### config.mk
export PLATFORM = sky130hd
export DESIGN_NAME = koch_curve_segment_generator
export DESIGN_NICKNAME = d
export VERILOG_FILES = /design/src/kcsg_pkg.sv /design/src/kcsg_scale.sv /design/src/kcsg_walker.sv /design/src/koch_curve_segment_generator.sv
export SDC_FILE = /design/constraint.sdc
export NUM_CORES = 2
export LEC_CHECK = 0
export ABC_AREA = 0
export BUFFER_PORTS_ARGS = -buffer_cell sky130_fd_sc_hd__buf_2
export CAP_MARGIN = 20
export CORE_MARGIN = 8
export CORE_UTILIZATION = 50
export CTS_CLUSTER_SIZE = 28
export DETAILED_ROUTE_END_ITERATION = 12
export PLACE_DENSITY = 0.69
export SKIP_CTS_REPAIR_TIMING = 1
export SYNTH_ARGS = -nofsm -noshare
export SYNTH_HDL_FRONTEND = slang
export SYNTH_SLANG_ARGS = --single-unit
### constraint.sdc
create_clock -name clock -period 9.2 [get_ports clock]
set_input_delay 0.46 -clock clock [delete_from_list [all_inputs] [get_ports clock]]
set_output_delay 0.46 -clock clock [all_outputs]
set_load 0.02 [all_outputs]
### src/kcsg_pkg.sv
// Shared types, constants and the turn table of the Koch curve segment generator.
// No dependencies; the design files refer to this package by scoped names.
`default_nettype none

package kcsg_pkg;

   localparam int MaxDepthDefault   = 6;
   localparam int CoordWidthDefault = 32;

   // Width of the step length and of the scaled results (base_length is 31 bits)
   localparam int LenWidth   = 31;
   localparam int FieldWidth = 32;
   localparam int CsrIdxWidth = 3;

   // Configuration register indexes
   localparam logic [CsrIdxWidth-1:0] RegDepth      = 3'd0;
   localparam logic [CsrIdxWidth-1:0] RegMode       = 3'd1;
   localparam logic [CsrIdxWidth-1:0] RegStartX     = 3'd2;
   localparam logic [CsrIdxWidth-1:0] RegStartY     = 3'd3;
   localparam logic [CsrIdxWidth-1:0] RegBaseLength = 3'd4;

   // x / 3 == (x * Recip3) >> Recip3Shift for any 32-bit x
   localparam logic [31:0] Recip3      = 32'hAAAA_AAAB;
   localparam int          Recip3Shift = 33;
   // sqrt(3)/2 in Q0.16, rounded
   localparam logic [31:0] Sin60Q16    = 32'd56756;
   localparam logic [31:0] RoundHalf   = 32'd32768;
   localparam int          FracBits    = 16;

   // Heading turn between the two sides of the snowflake axiom
   localparam logic [2:0] TurnSnowSide = 3'd4;
   localparam logic [2:0] HeadingCount = 3'd6;

   typedef enum logic {
      OP_DIV3   = 1'b0,
      OP_HEIGHT = 1'b1
   } scale_op_type;

   typedef struct packed {
      logic clear;     // restart: zero digits, side and heading, clear finished
      logic advance;   // one segment drawn: move the digit counters, side, heading and finished
   } walk_ctl_type;

   typedef struct packed {
      logic [2:0] heading;
      logic       finished;
      logic       last;      // the current segment is the final one
   } walk_stat_type;

   // Heading increment after F number pos of the rule (pos 3 acts as pos 0)
   function automatic logic [2:0] rule_turn(input logic mode, input logic [1:0] pos);
      logic [2:0] t;
      case (pos)
         2'd1:    t = mode ? 3'd2 : 3'd4;
         default: t = mode ? 3'd5 : 3'd1;
      endcase
      return t;
   endfunction

endpackage

`default_nettype wire

### src/kcsg_scale.sv
// Shared multiply unit: divides the step length by three or forms its height.
// Depends on kcsg_pkg.
`default_nettype none

module kcsg_scale (
   input  wire kcsg_pkg::scale_op_type          op,
   input  wire logic [kcsg_pkg::LenWidth-1:0]   operand,
   output logic      [kcsg_pkg::LenWidth-1:0]   result
);

   localparam int ProdWidth = kcsg_pkg::LenWidth + 32;

   logic [31:0]          factor;
   logic [ProdWidth-1:0] prod;
   logic [ProdWidth-1:0] rounded;

   always_comb begin
      factor  = (op == kcsg_pkg::OP_DIV3) ? kcsg_pkg::Recip3 : kcsg_pkg::Sin60Q16;
      prod    = ProdWidth'(operand) * ProdWidth'(factor);
      rounded = prod + ProdWidth'(kcsg_pkg::RoundHalf);
      if (op == kcsg_pkg::OP_DIV3) begin
         result = kcsg_pkg::LenWidth'(prod >> kcsg_pkg::Recip3Shift);
      end else begin
         result = kcsg_pkg::LenWidth'(rounded >> kcsg_pkg::FracBits);
      end
   end

endmodule

`default_nettype wire

### src/kcsg_walker.sv
// Base-4 digit counters, side counter and heading of the curve walk.
// Depends on kcsg_pkg.
`default_nettype none

module kcsg_walker #(
   parameter int MAX_DEPTH = kcsg_pkg::MaxDepthDefault
) (
   input  wire logic                           clock,
   input  wire logic                           reset,
   input  wire kcsg_pkg::walk_ctl_type         ctl,
   input  wire logic [$clog2(MAX_DEPTH+1)-1:0] depth,
   input  wire logic                           mode,
   output kcsg_pkg::walk_stat_type             stat
);

   localparam int IdxWidth = (MAX_DEPTH > 1) ? $clog2(MAX_DEPTH) : 1;

   logic [1:0]          digit_ff [MAX_DEPTH];
   logic [1:0]          digit_in [MAX_DEPTH];
   logic [1:0]          side_ff, side_in;
   logic [2:0]          heading_ff, heading_in;
   logic                finished_ff, finished_in;

   logic                found;
   logic [IdxWidth-1:0] pos;
   logic                side_done;
   logic [2:0]          turn;
   logic [3:0]          head_sum;

   // Find the innermost live digit that can still count up
   always_comb begin
      found = 1'b0;
      pos   = '0;
      for (int j = 0; j < MAX_DEPTH; j++) begin
         if (!found && (j < int'(depth)) && (digit_ff[j] != 2'd3)) begin
            found = 1'b1;
            pos   = IdxWidth'(j);
         end
      end
   end

   always_comb begin
      side_done = (3'(side_ff) + 3'd1) >= (mode ? 3'd4 : 3'd3);
      if (found) begin
         turn = kcsg_pkg::rule_turn(mode, digit_ff[pos]);
      end else if (side_done) begin
         turn = 3'd0;
      end else if (mode) begin
         turn = kcsg_pkg::rule_turn(mode, side_ff);
      end else begin
         turn = kcsg_pkg::TurnSnowSide;
      end
      head_sum = 4'(heading_ff) + 4'(turn);
      if (head_sum >= 4'(kcsg_pkg::HeadingCount)) begin
         head_sum = head_sum - 4'(kcsg_pkg::HeadingCount);
      end
   end

   always_comb begin
      for (int j = 0; j < MAX_DEPTH; j++) begin
         digit_in[j] = digit_ff[j];
      end
      side_in     = side_ff;
      heading_in  = heading_ff;
      finished_in = finished_ff;
      if (ctl.clear) begin
         for (int j = 0; j < MAX_DEPTH; j++) begin
            digit_in[j] = 2'd0;
         end
         side_in     = 2'd0;
         heading_in  = 3'd0;
         finished_in = 1'b0;
      end else if (ctl.advance) begin
         heading_in = 3'(head_sum);
         if (found) begin
            // carry: bump the found digit, zero all inner ones
            for (int j = 0; j < MAX_DEPTH; j++) begin
               if (IdxWidth'(j) < pos) begin
                  digit_in[j] = 2'd0;
               end else if (IdxWidth'(j) == pos) begin
                  digit_in[j] = digit_ff[j] + 2'd1;
               end
            end
         end else begin
            for (int j = 0; j < MAX_DEPTH; j++) begin
               digit_in[j] = 2'd0;
            end
            if (side_done) begin
               finished_in = 1'b1;
            end else begin
               side_in = side_ff + 2'd1;
            end
         end
      end
   end

   always_ff @(posedge clock) begin
      if (reset) begin
         for (int j = 0; j < MAX_DEPTH; j++) begin
            digit_ff[j] <= 2'd0;
         end
         side_ff     <= 2'd0;
         heading_ff  <= 3'd0;
         finished_ff <= 1'b1;
      end else begin
         for (int j = 0; j < MAX_DEPTH; j++) begin
            digit_ff[j] <= digit_in[j];
         end
         side_ff     <= side_in;
         heading_ff  <= heading_in;
         finished_ff <= finished_in;
      end
   end

   always_comb begin
      stat.heading  = heading_ff;
      stat.finished = finished_ff;
      stat.last     = !found && side_done;
   end

endmodule

`default_nettype wire

### src/koch_curve_segment_generator.sv
// Koch curve segment generator: one line segment per request.
// Usage:
//   csr_*  : register writes (index, data); always ready. Write only while idle.
//            0 depth, 1 mode, 2 start_x, 3 start_y, 4 base_length.
//   req_*  : one request per transfer; req_tdata[0] = restart. Restart reloads
//            the pen from the start point, scales the length and returns the
//            first segment; otherwise the next segment is returned.
//   rsp_*  : one segment per request. tdata = from_x, from_y, to_x, to_y
//            (Q16.16, from_x lowest); tlast marks the final segment; tuser
//            flags that no segment is left (all other bits zero).
// A plain request runs the step state; a restart first runs the divide state
//   once per depth level and the height state, as the single shared multiplier
//   divides the length by three once per cycle and then forms the height. One
//   request is in work at a time; req_tready returns once the segment is in the
//   output register, so a new request may enter while it waits.
// Stall: the segment holds in the output register until taken; the next
//   segment waits in the step state meanwhile.
// Reset: state idle, curve finished, response data not reset, rest cleared to zero.
// Depends on kcsg_pkg, kcsg_scale and kcsg_walker.
`default_nettype none

module koch_curve_segment_generator #(
   parameter int MAX_DEPTH   = kcsg_pkg::MaxDepthDefault,
   parameter int COORD_WIDTH = kcsg_pkg::CoordWidthDefault
) (
   input  wire logic                               clock,
   input  wire logic                               reset,
   input  wire logic                               csr_valid,
   output logic                                    csr_ready,
   input  wire logic [kcsg_pkg::CsrIdxWidth-1:0]   csr_index,
   input  wire logic [31:0]                        csr_data,
   input  wire logic                               req_tvalid,
   output logic                                    req_tready,
   input  wire logic [7:0]                         req_tdata,  // [0] restart
   output logic                                    rsp_tvalid,
   input  wire logic                               rsp_tready,
   output logic [127:0]                            rsp_tdata,  // from_x, from_y, to_x, to_y
   output logic                                    rsp_tlast,  // last_segment
   output logic                                    rsp_tuser   // none_left
);

   localparam int DepthWidth = $clog2(MAX_DEPTH + 1);
   localparam int LenW       = kcsg_pkg::LenWidth;
   localparam int FW         = kcsg_pkg::FieldWidth;

   typedef enum logic [3:0] {
      ST_IDLE   = 4'b0001,
      ST_DIVIDE = 4'b0010,
      ST_HEIGHT = 4'b0100,
      ST_STEP   = 4'b1000
   } state_type;

   state_type              state_ff, state_in;
   logic [2:0]             depth_ff;
   logic                   mode_ff;
   logic [FW-1:0]          start_x_ff, start_y_ff;
   logic [LenW-1:0]        base_len_ff;
   logic [LenW-1:0]        len_ff, len_in;
   logic [LenW-1:0]        tall_ff, tall_in;
   logic [COORD_WIDTH-1:0] pen_x_ff, pen_x_in, pen_y_ff, pen_y_in;
   logic [DepthWidth-1:0]  cnt_ff, cnt_in;
   logic                   rsp_valid_ff, rsp_valid_in;
   logic [127:0]           rsp_data_ff, rsp_data_in;
   logic                   rsp_last_ff, rsp_last_in;
   logic                   rsp_none_ff, rsp_none_in;

   logic [DepthWidth-1:0]  live_depth;
   kcsg_pkg::scale_op_type scale_op;
   logic [LenW-1:0]        scale_res;
   kcsg_pkg::walk_ctl_type walk_ctl;
   kcsg_pkg::walk_stat_type walk_stat;
   logic                   req_fire, step_fire;
   logic [LenW-1:0]        half;
   logic [COORD_WIDTH-1:0] dx, dy, next_x, next_y;

   assign csr_ready = 1'b1;

   always_ff @(posedge clock) begin
      if (reset) begin
         depth_ff    <= '0;
         mode_ff     <= 1'b0;
         start_x_ff  <= '0;
         start_y_ff  <= '0;
         base_len_ff <= '0;
      end else if (csr_valid) begin
         unique case (csr_index)
            kcsg_pkg::RegDepth:      depth_ff    <= csr_data[2:0];
            kcsg_pkg::RegMode:       mode_ff     <= csr_data[0];
            kcsg_pkg::RegStartX:     start_x_ff  <= csr_data;
            kcsg_pkg::RegStartY:     start_y_ff  <= csr_data;
            kcsg_pkg::RegBaseLength: base_len_ff <= csr_data[LenW-1:0];
            default: ;
         endcase
      end
   end

   // Depth beyond the digit counters acts as the deepest level
   always_comb begin
      if (32'(depth_ff) > 32'(MAX_DEPTH)) begin
         live_depth = DepthWidth'(MAX_DEPTH);
      end else begin
         live_depth = DepthWidth'(depth_ff);
      end
   end

   assign scale_op = (state_ff == ST_DIVIDE) ? kcsg_pkg::OP_DIV3 : kcsg_pkg::OP_HEIGHT;

   kcsg_scale u_scale (
      .op      (scale_op),
      .operand (len_ff),
      .result  (scale_res)
   );

   kcsg_walker #(
      .MAX_DEPTH (MAX_DEPTH)
   ) u_walker (
      .clock (clock),
      .reset (reset),
      .ctl   (walk_ctl),
      .depth (live_depth),
      .mode  (mode_ff),
      .stat  (walk_stat)
   );

   assign req_tready = (state_ff == ST_IDLE);
   assign req_fire   = req_tvalid && req_tready;
   assign step_fire  = (state_ff == ST_STEP) && (!rsp_valid_ff || rsp_tready);

   // Step vector for the current heading
   always_comb begin
      half = LenW'((32'(len_ff) + 32'd1) >> 1);
      unique case (walk_stat.heading)
         3'd0: begin
            dx = COORD_WIDTH'(len_ff);
            dy = '0;
         end
         3'd1: begin
            dx = COORD_WIDTH'(half);
            dy = COORD_WIDTH'(tall_ff);
         end
         3'd2: begin
            dx = '0 - COORD_WIDTH'(half);
            dy = COORD_WIDTH'(tall_ff);
         end
         3'd3: begin
            dx = '0 - COORD_WIDTH'(len_ff);
            dy = '0;
         end
         3'd4: begin
            dx = '0 - COORD_WIDTH'(half);
            dy = '0 - COORD_WIDTH'(tall_ff);
         end
         default: begin
            dx = COORD_WIDTH'(half);
            dy = '0 - COORD_WIDTH'(tall_ff);
         end
      endcase
      next_x = pen_x_ff + dx;
      next_y = pen_y_ff + dy;
   end

   always_comb begin
      state_in         = state_ff;
      len_in           = len_ff;
      tall_in          = tall_ff;
      pen_x_in         = pen_x_ff;
      pen_y_in         = pen_y_ff;
      cnt_in           = cnt_ff;
      rsp_data_in      = rsp_data_ff;
      rsp_last_in      = rsp_last_ff;
      rsp_none_in      = rsp_none_ff;
      rsp_valid_in     = rsp_valid_ff && !rsp_tready;
      walk_ctl.clear   = 1'b0;
      walk_ctl.advance = 1'b0;
      unique case (state_ff)
         ST_IDLE: begin
            if (req_fire) begin
               if (req_tdata[0]) begin
                  len_in         = base_len_ff;
                  pen_x_in       = COORD_WIDTH'($signed(start_x_ff));
                  pen_y_in       = COORD_WIDTH'($signed(start_y_ff));
                  cnt_in         = '0;
                  walk_ctl.clear = 1'b1;
                  state_in       = (live_depth != '0) ? ST_DIVIDE : ST_HEIGHT;
               end else begin
                  state_in = ST_STEP;
               end
            end
         end
         ST_DIVIDE: begin
            len_in = scale_res;
            cnt_in = cnt_ff + 1'b1;
            if ((cnt_ff + 1'b1) == live_depth) begin
               state_in = ST_HEIGHT;
            end
         end
         ST_HEIGHT: begin
            tall_in  = scale_res;
            state_in = ST_STEP;
         end
         ST_STEP: begin
            if (step_fire) begin
               rsp_valid_in = 1'b1;
               state_in     = ST_IDLE;
               if (walk_stat.finished) begin
                  rsp_data_in = '0;
                  rsp_last_in = 1'b0;
                  rsp_none_in = 1'b1;
               end else begin
                  rsp_data_in = {FW'(next_y), FW'(next_x), FW'(pen_y_ff), FW'(pen_x_ff)};
                  rsp_last_in = walk_stat.last;
                  rsp_none_in = 1'b0;
                  pen_x_in    = next_x;
                  pen_y_in    = next_y;
                  walk_ctl.advance = 1'b1;
               end
            end
         end
         default: state_in = ST_IDLE;
      endcase
   end

   always_ff @(posedge clock) begin
      if (reset) begin
         state_ff     <= ST_IDLE;
         rsp_valid_ff <= 1'b0;
         cnt_ff       <= '0;
         pen_x_ff     <= '0;
         pen_y_ff     <= '0;
         len_ff       <= '0;
         tall_ff      <= '0;
      end else begin
         state_ff     <= state_in;
         rsp_valid_ff <= rsp_valid_in;
         cnt_ff       <= cnt_in;
         pen_x_ff     <= pen_x_in;
         pen_y_ff     <= pen_y_in;
         len_ff       <= len_in;
         tall_ff      <= tall_in;
      end
   end

   always_ff @(posedge clock) begin
      rsp_data_ff <= rsp_data_in;
      rsp_last_ff <= rsp_last_in;
      rsp_none_ff <= rsp_none_in;
   end

   assign rsp_tvalid = rsp_valid_ff;
   assign rsp_tdata  = rsp_data_ff;
   assign rsp_tlast  = rsp_last_ff;
   assign rsp_tuser  = rsp_none_ff;

endmodule

`default_nettype wire

==> qor.yml <==
hold_violations: 0
synthXorXnorAreaFrac_pct: 3.18
synthSimpleGateAreaFrac_pct: 15.6
antenna_cells: 0
finalCritPeriodShare_pct: 97.4
synth-compound-area-share_pct: 15.4
route.met2.wl_microns: 59600
io_buffers: 172
clock-sinks: 381
cts_tree: "done"
synth_fp_nets: 5753
cp_max_fo: 6
hold_start: "csr_data[31]"
grt_pass1_wl_microns: 197000
powerDensity_nw_per_um2: 154
ant_nets: 0
synth_top_family_by_area: "adder cells"
max_freq_mhz: 112
synth-async-reset-ratio_pct: 0
postRouteWirelength_microns: 130000
syn_inst: 4806
ys_warn_count: 0
num-fill-cells: 7608
final_max_slew_viol_count: 0
syn_to_final_growth_pct: 9.73
route.met3.wl_microns: 10100
cp_slowest_cell: "fa_2"
synth_top_area_share_pct: 21.9
cp-end-kind: "flop"
top_layer: "met4"
synth.distinct_cells: 101
dieArea_sq_um: 93700
hold_class: "in -> reg"
seq_area_frac_synth_pct: 21.2
ys_ff_latch: 381
track_usage_pct: 26.7
fin_crit_ps: 8960
ir_worst_vdd_mv: 0.126
vias: 35400
synth_area_sq_um: 42100
start_util_pct: 50.4
io_pins: 181
post-synth-top-area-cell: "fa_1"
register_area_sq_um: 8940
r2r-start: "state_ff[2]$_SDFFE_PP0P_"
viasPerCell: 5.86
wl_per_cell_microns: 21.6
grt_max_degree: 93
synth.avg_cell_area_sq_um: 8.76
ys_top_cells_by_count: "692 x inv_1, 495 x nand2_1, 460 x fa_1"
clock_path_buffers: 3
cts_inserted_buffers: 40
multi_input_area_sq_um: 29900
die_h_microns: 306
synthFlopType: "dfxtp_1"
hpwl_microns: 106000
antenna_found_initial: 0
first_iter_violations: 3305
cts-root-buf: "clkbuf_16"
setup_viol: 0
synthMuxAreaShare_pct: 1.15
power_w: 0.00712
clk_latency_ps: 580
status: "finished, final reports clean"
grt-ovfl-total: 0
synth_edf_count: 130
start_kind: "flop"
cp_common_cell: "fa_1"
dp_slack_ps: -33.3
grt_pass1_vias: 33900
maxCapViolations: 0
hold-worst-slack_ps: 149
critPathArrivalTime_ps: 9430
drc: 0
slowest_delay_ps: 640
final_core_util_pct: 55.3
synth.most_common_cell: "inv_1"
ys_top_cells_by_area: "fa_1 22%, ha_1 13%, dfxtp_1 12%"
clk_pin_slew_ps: 60
max-slew-margin-rel_pct: 27.2
cellLeakagePower_nw: 22.4
fin_nets: 5880
gp_congestion: 1.00
wl_met1_microns: 56600
critPathKind: "reg -> reg"
cp.required_ps: 9670
drive_above_1_share_pct: 10.7
htreeDepth: 2
core_area_sq_um: 83600
worst_pin_slew_ps: 1080
startpoint: "state_ff[2]$_SDFFE_PP0P_"
synth_fa_ha_area_share_pct: 34.9
clock_skew_ps: 17.3
fin_ws_ps: 242
drt-pass1-iter-count: 6
dieWidth_microns: 306
std_cell_rows: 106
==> critical path, delay by kind of cell (launching register included) <==
kind            cells  cell delay (ps)
fa+ha+maj           9             4440
simple gates        7             1940
buf+inv             9             1070
compound gates      6              980
flops               1              390
==> cells by family after synthesis <==
family                     after synthesis
AOI/OAI and AO/OA                     1022
xor gates and xnor gates               152
adders and majority gates              899
buffers and inverters                  947
DFF                                    381
muxes                                   46
other                                    1
and+or+nand+nor                       1358
==> flip-flops by register name, summed over array words and instances, names as in the netlist, 2 cells and up <==
name / flops
base_len_ff: 31
cnt_ff: 3
depth_ff: 3
len_ff: 31
pen_x_ff: 32
pen_y_ff: 32
rsp_tdata: 128
start_x_ff: 32
start_y_ff: 32
state_ff: 4
tall_ff: 31
u_walker.digit_ff: 12
u_walker.heading_ff: 3
u_walker.side_ff: 2
==> final timing paths <==
kind / endpoint / slack (ps) / depth (start not counted)
worst max-delay path: tall_ff[29]$_SDFFE_PP0N_ / 240 / 31
worst min-delay path: start_x_ff[31]$_SDFFE_PP0P_ / 150 / 3
worst max register to register: tall_ff[29]$_SDFFE_PP0N_ / 240 / 31
worst min register to register: start_x_ff[31]$_SDFFE_PP0P_ / 450 / 2
==> cell type report <==
type / count / area share [%]
clock inverter: 28 / 0.537
multi-input combinational: 3480 / 64.7
tap: 1080 / 2.93
inverter: 695 / 5.66
sequential: 381 / 19.4
timing repair buffer: 335 / 4.60
clock buffer: 46 / 2.24
==> metrics by stage <==
stage	setup TNS, ps	area, sq um	instances
after floorplan	0	42100	4806
after global placement	-4.13	44500	5953
after detailed placement	-33.3	44500	5955
after CTS	-401	45800	6029
after global routing	-231	46200	6045
final	0	46200	6045
==> cells in the final DEF (no fill, tap or decap), drive strengths merged, types with 64 or more instances in the layout <==
cell    synthesis  final
nand3         116    116
a21o           66     66
nand2         496    496
dfxtp         251    251
a21oi         330    330
ha            439    439
nor3           68     68
inv           692    696
edfxtp        130    130
xnor2          88     88
o21ai         236    236
buf            30    335
nor2b          82     82
fa            460    460
xor2           64     64
nor2          300    300
==> routing by layer <==
layer | GRT usage [%] | vias up
li1 | - | 16600
met1 | 37.6 | 17200
met2 | 43.5 | 1388
met3 | 3.43 | 212
met4 | 6.62 | 0
met5 | 0 | -
==> power breakdown <==
group / internal (W) / switching [W] / total [W]
clock: 0.000880 / 0.000722 / 0.00160
sequential: 0.00189 / 0.000167 / 0.00206
combinational: 0.00132 / 0.00214 / 0.00346
total: 0.00409 / 0.00303 / 0.00712
(Power assumes the default switching activity.)
